--- src/rtl/tsps_pkg.sv ---
// ----------------------------------------------------------------------------
// tsps_pkg
// Types, codes and constants shared by the step profile sequencer files.
// ----------------------------------------------------------------------------
package tsps_pkg;

  // Default sizing of the step table and the ramp rate (tenths of a degree per
  // minute).
  localparam int unsigned MAX_STEPS_DEF        = 64;
  localparam int unsigned RAMP_RATE_TENTHS_DEF = 25;

  // Seconds in ten minutes, used to scale a temperature change into ramp time.
  localparam int unsigned SECONDS_PER_TEN_MIN = 600;
  // Largest ramp length that the ramp counter holds.
  localparam int unsigned RAMP_MAX            = 8191;
  localparam int unsigned RAMP_W              = 13;
  // Number of absolute temperature differences (8-bit magnitude).
  localparam int unsigned TEMP_DIFF_CNT       = 256;

  // Item kinds carried in the input tuser.
  typedef enum logic [1:0] {
    FN_TICK    = 2'd0,
    FN_WRITE   = 2'd1,
    FN_RESTART = 2'd2,
    FN_NOP     = 2'd3
  } func_e;

  // One step of the profile, temperature in the lowest bits.
  typedef struct packed {
    logic [7:0]        off_time;
    logic [7:0]        on_time;
    logic              cycle_en;
    logic [15:0]       duration;
    logic signed [7:0] temperature;
  } step_entry_t;

  // Item sequencer states.
  typedef enum logic [2:0] {
    ST_IDLE,
    ST_CUR,
    ST_NEXT,
    ST_LOAD,
    ST_EMIT
  } seq_state_e;

endpackage

--- src/rtl/tsps_step_mem.sv ---
// ----------------------------------------------------------------------------
// tsps_step_mem
// Step table: one write port, one read port, registered read data.
// ----------------------------------------------------------------------------
module tsps_step_mem #(
  parameter int unsigned DEPTH = tsps_pkg::MAX_STEPS_DEF
) (
  input  logic                      clk_i,
  input  logic                      we_i,
  input  logic [$clog2(DEPTH)-1:0]  waddr_i,
  input  tsps_pkg::step_entry_t     wdata_i,
  input  logic                      re_i,
  input  logic [$clog2(DEPTH)-1:0]  raddr_i,
  output tsps_pkg::step_entry_t     rdata_o
);

  tsps_pkg::step_entry_t mem [DEPTH];
  tsps_pkg::step_entry_t rdata_q;

  always_ff @(posedge clk_i) begin
    if (we_i) begin
      mem[waddr_i] <= wdata_i;
    end
  end

  always_ff @(posedge clk_i) begin
    if (re_i) begin
      rdata_q <= mem[raddr_i];
    end
  end

  assign rdata_o = rdata_q;

endmodule

--- src/rtl/timed_step_profile_sequencer_top.sv ---
// ----------------------------------------------------------------------------
// timed_step_profile_sequencer_top
// Runs a loaded table of test steps, one tick per second.
// ----------------------------------------------------------------------------
// An input transfer carries one item: a one-second tick, a table write or a
// restart (kind in s_axis_tuser). Every item returns exactly one status
// transfer on the master side, showing the state after the item. A one-entry
// input buffer and a result register decouple the two sides, so a new item is
// taken while the previous status still waits. Items are worked in order by a
// small sequencer around the step table memory (one write port, one read port,
// registered read): a write, a no-op, a ramp tick or a tick after the end go
// straight to emit, a counting tick via the current step state, a tick that
// moves on via the current and next step states (two table reads: the current
// and the next step), a restart via the load state. Emit waits for a free
// result register. The ramp between steps is |temperature change| * 600 /
// RAMP_RATE_TENTHS seconds, capped at 8191, looked up in a table built at
// elaboration. The step table has no reset; run steps only after they are
// written. Write step_count only while the block is idle (not enforced).
// ----------------------------------------------------------------------------
module timed_step_profile_sequencer_top #(
  parameter int unsigned MAX_STEPS        = tsps_pkg::MAX_STEPS_DEF,
  parameter int unsigned RAMP_RATE_TENTHS = tsps_pkg::RAMP_RATE_TENTHS_DEF
) (
  input  logic        clk_i,
  input  logic        rst_ni,
  // step_count register
  input  logic        cfg_we_i,
  input  logic [6:0]  cfg_wdata_i,
  // input items
  input  logic        s_axis_tvalid,
  output logic        s_axis_tready,
  // tdata: entry_index[5:0], entry_temperature[13:6], entry_duration[29:14],
  //        entry_cycle_en[30], entry_on_time[38:31], entry_off_time[46:39],
  //        zero[47]
  input  logic [47:0] s_axis_tdata,
  // tuser: func[1:0]
  input  logic [1:0]  s_axis_tuser,
  // status results
  output logic        m_axis_tvalid,
  input  logic        m_axis_tready,
  // tdata: out_level[0], test_done[1], ramping[2], step_number[8:3],
  //        step_starting[9], seconds_left[25:10], ramp_left[38:26], zero[39]
  output logic [39:0] m_axis_tdata
);

  localparam int unsigned PW = $clog2(MAX_STEPS);
  localparam int unsigned RW = tsps_pkg::RAMP_W;

  // --------------------------------------------------------------------------
  // Ramp length table, one entry per absolute temperature difference.
  // --------------------------------------------------------------------------
  logic [RW-1:0] ramp_lut [tsps_pkg::TEMP_DIFF_CNT];

  for (genvar k = 0; k < tsps_pkg::TEMP_DIFF_CNT; k++) begin : g_ramp_lut
    localparam int unsigned RAMP_LEN =
      (k * tsps_pkg::SECONDS_PER_TEN_MIN) / RAMP_RATE_TENTHS;
    assign ramp_lut[k] = (RAMP_LEN > tsps_pkg::RAMP_MAX) ?
                         RW'(tsps_pkg::RAMP_MAX) : RW'(RAMP_LEN);
  end

  // --------------------------------------------------------------------------
  // Configuration
  // --------------------------------------------------------------------------
  logic [6:0] step_count_q;
  logic [PW:0] eff_count;

  always_ff @(posedge clk_i or negedge rst_ni) begin
    if (!rst_ni) begin
      step_count_q <= 7'd1;
    end else if (cfg_we_i) begin
      step_count_q <= cfg_wdata_i;
    end
  end

  // Clamp the step count into 1..MAX_STEPS.
  always_comb begin
    priority if (step_count_q == 7'd0) begin
      eff_count = (PW + 1)'(1);
    end else if (32'(step_count_q) > MAX_STEPS) begin
      eff_count = (PW + 1)'(MAX_STEPS);
    end else begin
      eff_count = (PW + 1)'(step_count_q);
    end
  end

  // --------------------------------------------------------------------------
  // Input buffer: hold one item until the sequencer takes it.
  // --------------------------------------------------------------------------
  logic                  in_valid_q;
  logic [47:0]           in_data_q;
  tsps_pkg::func_e       in_func_q;
  logic                  in_pop;
  logic [5:0]            in_index;
  tsps_pkg::step_entry_t in_entry;

  assign s_axis_tready = !in_valid_q;

  always_ff @(posedge clk_i or negedge rst_ni) begin
    if (!rst_ni) begin
      in_valid_q <= 1'b0;
    end else if (s_axis_tvalid && s_axis_tready) begin
      in_valid_q <= 1'b1;
    end else if (in_pop) begin
      in_valid_q <= 1'b0;
    end
  end

  always_ff @(posedge clk_i) begin
    if (s_axis_tvalid && s_axis_tready) begin
      in_data_q <= s_axis_tdata;
      in_func_q <= tsps_pkg::func_e'(s_axis_tuser);
    end
  end

  assign in_index             = in_data_q[5:0];
  assign in_entry.temperature = in_data_q[13:6];
  assign in_entry.duration    = in_data_q[29:14];
  assign in_entry.cycle_en    = in_data_q[30];
  assign in_entry.on_time     = in_data_q[38:31];
  assign in_entry.off_time    = in_data_q[46:39];

  // --------------------------------------------------------------------------
  // Step table
  // --------------------------------------------------------------------------
  logic                  mem_we;
  logic                  mem_re;
  logic [PW-1:0]         mem_raddr;
  tsps_pkg::step_entry_t mem_rdata;

  tsps_step_mem #(
    .DEPTH(MAX_STEPS)
  ) u_step_mem (
    .clk_i  (clk_i),
    .we_i   (mem_we),
    .waddr_i(PW'(in_index)),
    .wdata_i(in_entry),
    .re_i   (mem_re),
    .raddr_i(mem_raddr),
    .rdata_o(mem_rdata)
  );

  // --------------------------------------------------------------------------
  // Sequencer state
  // --------------------------------------------------------------------------
  tsps_pkg::seq_state_e state_q, state_d;

  logic [PW-1:0]     ptr_q, ptr_d;
  logic [RW-1:0]     ramp_q, ramp_d;
  logic [15:0]       dur_q, dur_d;
  logic [7:0]        on_q, on_d;
  logic [7:0]        off_q, off_d;
  logic              level_q, level_d;
  logic              fin_q, fin_d;
  logic              ramp_flag_q, ramp_flag_d;
  logic              start_flag_q, start_flag_d;
  logic signed [7:0] cur_temp_q, cur_temp_d;

  logic              out_valid_q;
  logic [39:0]       out_data_q;
  logic              out_free;
  logic              out_load;

  logic              dur_expired;
  logic              last_step;
  logic [PW:0]       ptr_inc;
  logic signed [8:0] temp_diff;
  logic [7:0]        temp_mag;

  assign out_free    = !out_valid_q || m_axis_tready;
  assign dur_expired = (dur_q <= 16'd1);
  assign ptr_inc     = {1'b0, ptr_q} + (PW + 1)'(1);
  assign last_step   = (ptr_inc >= eff_count);

  // Temperature change between the step just left and the one just read.
  assign temp_diff = {mem_rdata.temperature[7], mem_rdata.temperature} -
                     {cur_temp_q[7], cur_temp_q};
  assign temp_mag  = temp_diff[8] ? 8'(-temp_diff) : 8'(temp_diff);

  always_ff @(posedge clk_i or negedge rst_ni) begin
    if (!rst_ni) begin
      state_q      <= tsps_pkg::ST_IDLE;
      ptr_q        <= '0;
      ramp_q       <= '0;
      dur_q        <= '0;
      on_q         <= '0;
      off_q        <= '0;
      level_q      <= 1'b0;
      fin_q        <= 1'b0;
      ramp_flag_q  <= 1'b0;
      start_flag_q <= 1'b0;
    end else begin
      state_q      <= state_d;
      ptr_q        <= ptr_d;
      ramp_q       <= ramp_d;
      dur_q        <= dur_d;
      on_q         <= on_d;
      off_q        <= off_d;
      level_q      <= level_d;
      fin_q        <= fin_d;
      ramp_flag_q  <= ramp_flag_d;
      start_flag_q <= start_flag_d;
    end
  end

  always_ff @(posedge clk_i) begin
    cur_temp_q <= cur_temp_d;
  end

  // Next state
  always_comb begin
    state_d = state_q;
    unique case (state_q)
      tsps_pkg::ST_IDLE: begin
        if (in_valid_q) begin
          unique case (in_func_q)
            tsps_pkg::FN_TICK: begin
              state_d = (fin_q || (ramp_q != '0)) ? tsps_pkg::ST_EMIT : tsps_pkg::ST_CUR;
            end
            tsps_pkg::FN_RESTART: state_d = tsps_pkg::ST_LOAD;
            default:              state_d = tsps_pkg::ST_EMIT;
          endcase
        end
      end
      tsps_pkg::ST_CUR: begin
        state_d = (dur_expired && !last_step) ? tsps_pkg::ST_NEXT : tsps_pkg::ST_EMIT;
      end
      tsps_pkg::ST_NEXT: state_d = tsps_pkg::ST_EMIT;
      tsps_pkg::ST_LOAD: state_d = tsps_pkg::ST_EMIT;
      tsps_pkg::ST_EMIT: begin
        if (out_free) begin
          state_d = tsps_pkg::ST_IDLE;
        end
      end
      default: state_d = tsps_pkg::ST_IDLE;
    endcase
  end

  // Datapath and memory control
  always_comb begin
    ptr_d        = ptr_q;
    ramp_d       = ramp_q;
    dur_d        = dur_q;
    on_d         = on_q;
    off_d        = off_q;
    level_d      = level_q;
    fin_d        = fin_q;
    ramp_flag_d  = ramp_flag_q;
    start_flag_d = start_flag_q;
    cur_temp_d   = cur_temp_q;
    mem_we       = 1'b0;
    mem_re       = 1'b0;
    mem_raddr    = ptr_q;
    in_pop       = 1'b0;
    out_load     = 1'b0;

    unique case (state_q)
      tsps_pkg::ST_IDLE: begin
        if (in_valid_q) begin
          in_pop       = 1'b1;
          ramp_flag_d  = 1'b0;
          start_flag_d = 1'b0;
          unique case (in_func_q)
            tsps_pkg::FN_TICK: begin
              // Spend ramp time first; otherwise fetch the current step.
              if (!fin_q) begin
                if (ramp_q != '0) begin
                  ramp_d      = ramp_q - RW'(1);
                  ramp_flag_d = 1'b1;
                end else begin
                  mem_re = 1'b1;
                end
              end
            end
            tsps_pkg::FN_WRITE: begin
              // Drop writes beyond the table.
              mem_we = (32'(in_index) < MAX_STEPS);
            end
            tsps_pkg::FN_RESTART: begin
              ptr_d     = '0;
              ramp_d    = '0;
              fin_d     = 1'b0;
              level_d   = 1'b0;
              mem_re    = 1'b1;
              mem_raddr = '0;
            end
            default: ;
          endcase
        end
      end

      tsps_pkg::ST_CUR: begin
        start_flag_d = (dur_q == mem_rdata.duration);
        if (dur_expired) begin
          dur_d = '0;
          if (last_step) begin
            fin_d   = 1'b1;
            level_d = 1'b0;
          end else begin
            // Advance and fetch the next step.
            ptr_d      = ptr_inc[PW-1:0];
            cur_temp_d = mem_rdata.temperature;
            mem_re     = 1'b1;
            mem_raddr  = ptr_inc[PW-1:0];
          end
        end else begin
          dur_d = dur_q - 16'd1;
          if (mem_rdata.cycle_en) begin
            if (!level_q) begin
              if (off_q <= 8'd1) begin
                off_d   = mem_rdata.off_time;
                level_d = 1'b1;
              end else begin
                off_d = off_q - 8'd1;
              end
            end else begin
              if (on_q <= 8'd1) begin
                on_d    = mem_rdata.on_time;
                level_d = 1'b0;
              end else begin
                on_d = on_q - 8'd1;
              end
            end
          end
        end
      end

      tsps_pkg::ST_NEXT: begin
        ramp_d  = ramp_lut[temp_mag];
        dur_d   = mem_rdata.duration;
        on_d    = mem_rdata.on_time;
        off_d   = mem_rdata.off_time;
        level_d = 1'b0;
      end

      tsps_pkg::ST_LOAD: begin
        dur_d = mem_rdata.duration;
        on_d  = mem_rdata.on_time;
        off_d = mem_rdata.off_time;
      end

      tsps_pkg::ST_EMIT: begin
        out_load = out_free;
      end

      default: ;
    endcase
  end

  // --------------------------------------------------------------------------
  // Result register
  // --------------------------------------------------------------------------
  always_ff @(posedge clk_i or negedge rst_ni) begin
    if (!rst_ni) begin
      out_valid_q <= 1'b0;
    end else if (out_load) begin
      out_valid_q <= 1'b1;
    end else if (m_axis_tready) begin
      out_valid_q <= 1'b0;
    end
  end

  always_ff @(posedge clk_i) begin
    if (out_load) begin
      out_data_q <= {1'b0, ramp_q, dur_q, start_flag_q, 6'(ptr_q),
                     ramp_flag_q, fin_q, level_q};
    end
  end

  assign m_axis_tvalid = out_valid_q;
  assign m_axis_tdata  = out_data_q;

endmodule
--- config.mk ---
export PLATFORM = sky130hd
export DESIGN_NAME = timed_step_profile_sequencer_top
export DESIGN_NICKNAME = d
export VERILOG_FILES = /design/src/rtl/tsps_pkg.sv /design/src/rtl/tsps_step_mem.sv /design/src/rtl/timed_step_profile_sequencer_top.sv
export SDC_FILE = /design/constraint.sdc
export NUM_CORES = 2
export LEC_CHECK = 0
export BUFFER_PORTS_ARGS = -buffer_cell sky130_fd_sc_hd__buf_2
export CAP_MARGIN = 20
export CORE_ASPECT_RATIO = 0.6
export CORE_MARGIN = 2
export CORE_UTILIZATION = 55
export CTS_CLUSTER_DIAMETER = 120
export DETAILED_ROUTE_END_ITERATION = 16
export GPL_ROUTABILITY_DRIVEN = 0
export PLACE_DENSITY = 0.72
export SLEW_MARGIN = 20
export SYNTH_ARGS = -nofsm -noshare
export SYNTH_HDL_FRONTEND = slang
export SYNTH_HIERARCHICAL = 1
export SYNTH_SLANG_ARGS = --single-unit
--- constraint.sdc ---
create_clock -name clk_i -period 14.1 [get_ports clk_i]
set_input_delay 1.41 -clock clk_i [delete_from_list [all_inputs] [get_ports clk_i]]
set_output_delay 1.41 -clock clk_i [all_outputs]
set_load 0.005 [all_outputs]
==> impl_results.md <==
* Asr flop ratio synth at 0.0237
* Initial antenna violation count at 1
* Crit-path cells: nor3_1 -> a21oi_1 -> nor2_1 -> ha_1 -> nand2b_1 -> a21o_1 -> a21o_1 -> a21o_1 -> a21o_1 -> a21o_1 -> a211oi_2 -> a22o_4 -> buf_12 -> buf_4 -> buf_12 -> mux4_2 -> a22o_1 -> a221oi_1 -> a221oi_1
* Met2 WL at 114000 um
* Reg power frac at 0.578
* Worst path slowest cell: a211oi_2
* Routed met3 length at 38600 um
* Max Clock Skew at 0.0542 ns
* Final setup viols at 0
* Hold_buf cts at 0
* Cells on worst reg2reg path at 19
* WS Path Type: reg2reg
* Reg2reg start: step_count_q[2]$_DFFE_PN0P_
* Commonest cells after routing, fill and taps aside: edfxtp_1, mux4_2, clkbuf_16
* Clk pwr share at 0.363
* DRT iter0 DRCs at 8808
* Fin. max-slew vios at 0
* Synth warn at 6
* Syn avg cell area at 21.8 um^2
* Top Layer Used: met4
* VDD IR max at 0.112 mV
* Worst-path fanout max at 128
* Post-CTS setup buffer count at 0
* R2R Setup Slk at 6.68 ns
* Number of synthesized flops with an enable pin at 2761
* Wirelength per Cell at 33.0 um
* Synth Net Count at 5060
* R2R Path End: u_step_mem/rdata_o[2]$_DFFE_PP_
* Sink Count at 2828
* Unrepaired setup endpoints after global routing: false
* Root buffer cell: clkbuf_16
* NetSw at 0.00378 W
* DRC Markers at 0
* Total global-route track usage at 0.264
* Critical Path Source: step_count_q[2]$_DFFE_PN0P_
* CORE AREA at 196000 um^2
* Number of diodes at 0
* CTS clk-pin slew, worst paths at 0.07 ns
* Max Freq at 135 MHz
* Final Cycle Share at 0.527
* Area Growth Syn to Fin at 10.4%
* Worst Path Arrival at 7.98 ns
* Share of cells above drive strength 1 at 0.248
* Min cycle time layout at 7.42 ns
* CTS tree: done
* WL final at 264000 um
* Worst setup path end: u_step_mem/rdata_o[2]$_DFFE_PP_
* Pwr dens at 142 nW/um^2
* Comb pwr share at 0.059
* Avg Vias per Cell at 6.73
* Die H at 348 um
* TritonCTS Buffers at 231
* Max stage delay on crit path at 0.69 ns
* Syn Inst Count at 4971
* Final Util at 0.611
* Post-route ant nets at 0
* Worst Hold Class: reg2reg
* First-pass DRT Iterations at 5
* Top FF cell, synth: edfxtp_1
* Fillers at 13100
* Worst EP required at 14.66 ns
* Final net count at 5290
* Endpoints failing hold at 0
* Worst Tran Pin Value at 1.14 ns
* Die ar. at 201000 um^2
* Syn Std Cell Area at 109000 um^2
* Net Sw Frac at 0.222
* Post_cts resized at 0
* Die span in x at 577 um
* Setup TNS Final at 0 ns
* Max cap viols at 0
* CP Capture Type: flip-flop
* DRT met1 WL at 106000 um
* Crit-path most repeated cell: a21o_1
* HPWL Detailed at 145000 um
* CTS Buffer Depth at 4
* Worst-Skew Late Latency at 0.87 ns
* Synth unique cells at 69
* WHS at 0.457 ns
* # IOs at 104
* Seq/Total Area, Yosys at 0.780
* Via Count at 53800
* Synth Register Bits at 2828
* Cell row count at 126
* Initial Utilization at 0.553
* Rel. slew slack at 0.238
* Outcome: finished clean
* First-pass GRT wire length at 378000 um
* Port buffer count at 101
* Worst setup SP type: flip-flop
* Largest net degree at the start of global routing at 129
* Remaining Overflow, GRT at 0
* Commonest non-fill, non-tap cell in the layout: edfxtp_1
* Internal at 0.0132 W
* Leakage at 36.4 nW
* Number of global-route vias before repair at 52800
* H-tree depth at 4
==> routing by layer <==
layer / GRT usage / vias to the layer above
li1: - / 21500
met3: 0.0756 / 355
met4: 0.0502 / 0
met5: 0 / -
met2: 0.369 / 3669
met1: 0.418 / 28300
==> cell usage after synthesis, drive strengths merged (10+ instances only) <==
library cell / number / area, um^2
a21oi: 119 / 607
nor3: 48 / 240
nand2b: 22 / 138
o22ai: 93 / 582
a211oi: 16 / 120
a311oi: 11 / 96.3
ha: 26 / 325
edfxtp: 2761 / 82900
nand3: 28 / 140
mux2i: 49 / 490
nor4: 11 / 68.8
or3: 10 / 62.6
mux2: 14 / 158
dfrtp: 66 / 1650
nor2: 198 / 748
a221oi: 75 / 663
nand2: 66 / 248
inv: 28 / 105
a22oi: 48 / 360
buf: 160 / 1040
clkbuf: 109 / 409
xor2: 23 / 201
o221ai: 27 / 236
mux4: 654 / 14700
o21ai: 99 / 495
a22o: 73 / 639
nor2b: 25 / 156
==> state kept, by name, indices dropped and copies added (netlist names) <==
name,flops
u_step_mem/rdata_o,41
m_axis_tvalid,1
off_q,8
ramp_q,13
on_q,8
ramp_flag_q,1
u_step_mem/mem,2624
state_q,3
in_valid_q,1
step_count_q,7
fin_q,1
in_func_q,2
dur_q,16
in_data_q,47
start_flag_q,1
m_axis_tdata,39
level_q,1
cur_temp_q,8
ptr_q,6
==> final cells by class <==
cell class | instances | area (um^2) | area share
Timing Repair Buffer | 266 | 1880 | 0.0157
Multi-Input combinational cell | 1846 | 22900 | 0.191
Tap cell | 2624 | 3280 | 0.0274
Clock inverter | 116 | 972 | 0.00811
Inverter | 28 | 105 | 0.000877
Sequential cell | 2828 | 84600 | 0.706
Clock buffer | 285 | 6070 | 0.0506
==> critical path: cells and delay by family (launching register included) <==
kind / cells / cell delay (ns)
buf+inv: 3 / 1.82
compound gates: 11 / 3.38
simple gates: 3 / 0.49
fa+ha+maj: 1 / 0.23
flops: 1 / 0.40
mux: 1 / 0.41
==> power groups by stage <==
| stage | Combinational [W] | Clock [W] | Sequential [W] |
|---|---|---|---|
| CTS | 0.000971 | 0.00623 | 0.00984 |
| detailed placement | 0.000969 | 0 | 0.0100 |
| finish | 0.00101 | 0.00618 | 0.00984 |
| global route | 0.00111 | 0.00656 | 0.00985 |
| floorplan | 0.000433 | 0 | 0.0101 |
| global placement | 0.000917 | 0 | 0.0100 |
==> stage by stage <==
stage	setup WS [ns]	instance area, um^2	total power, W	std cells
2_1_floorplan	8.83	109000	0.0105	4971
3_3_place_gp	6.89	113000	0.0109	7587
3_5_place_dp	6.81	113000	0.0110	7587
4_1_cts	6.76	120000	0.0170	7988
5_1_grt	6.29	120000	0.0175	7993
6_report	6.68	120000	0.0170	7993
==> how the worst min path moves through the flow <==
| stage | startpoint | end | slack, ns | cells past startpoint |
|---|---|---|---|---|
| 2_1_floorplan | dur_q[2]$_DFFE_PN0P_ | m_axis_tdata[12]$_DFFE_PP_ | 0.42 | 0 |
| 3_3_place_gp | ramp_flag_q$_DFFE_PN0P_ | m_axis_tdata[2]$_DFFE_PP_ | 0.44 | 0 |
| 3_5_place_dp | ramp_flag_q$_DFFE_PN0P_ | m_axis_tdata[2]$_DFFE_PP_ | 0.44 | 0 |
| 4_1_cts | ramp_flag_q$_DFFE_PN0P_ | m_axis_tdata[2]$_DFFE_PP_ | 0.45 | 0 |
| 5_1_grt | ramp_flag_q$_DFFE_PN0P_ | m_axis_tdata[2]$_DFFE_PP_ | 0.47 | 0 |
| 6_report | ramp_flag_q$_DFFE_PN0P_ | m_axis_tdata[2]$_DFFE_PP_ | 0.46 | 0 |
==> logic make-up after synthesis <==
| kind of cell | synth area share |
|---|---|
| and+or+nand+nor | 0.0201 |
| DFF | 0.780 |
| muxes | 0.142 |
| adders and majority gates | 0.00318 |
| other | 0.0000346 |
| buffers and inverters | 0.0143 |
| xor gates and xnor gates | 0.00258 |
| AOI/OAI and AO/OA | 0.0385 |
No activity file was read; power rests on OpenSTA's default activity.
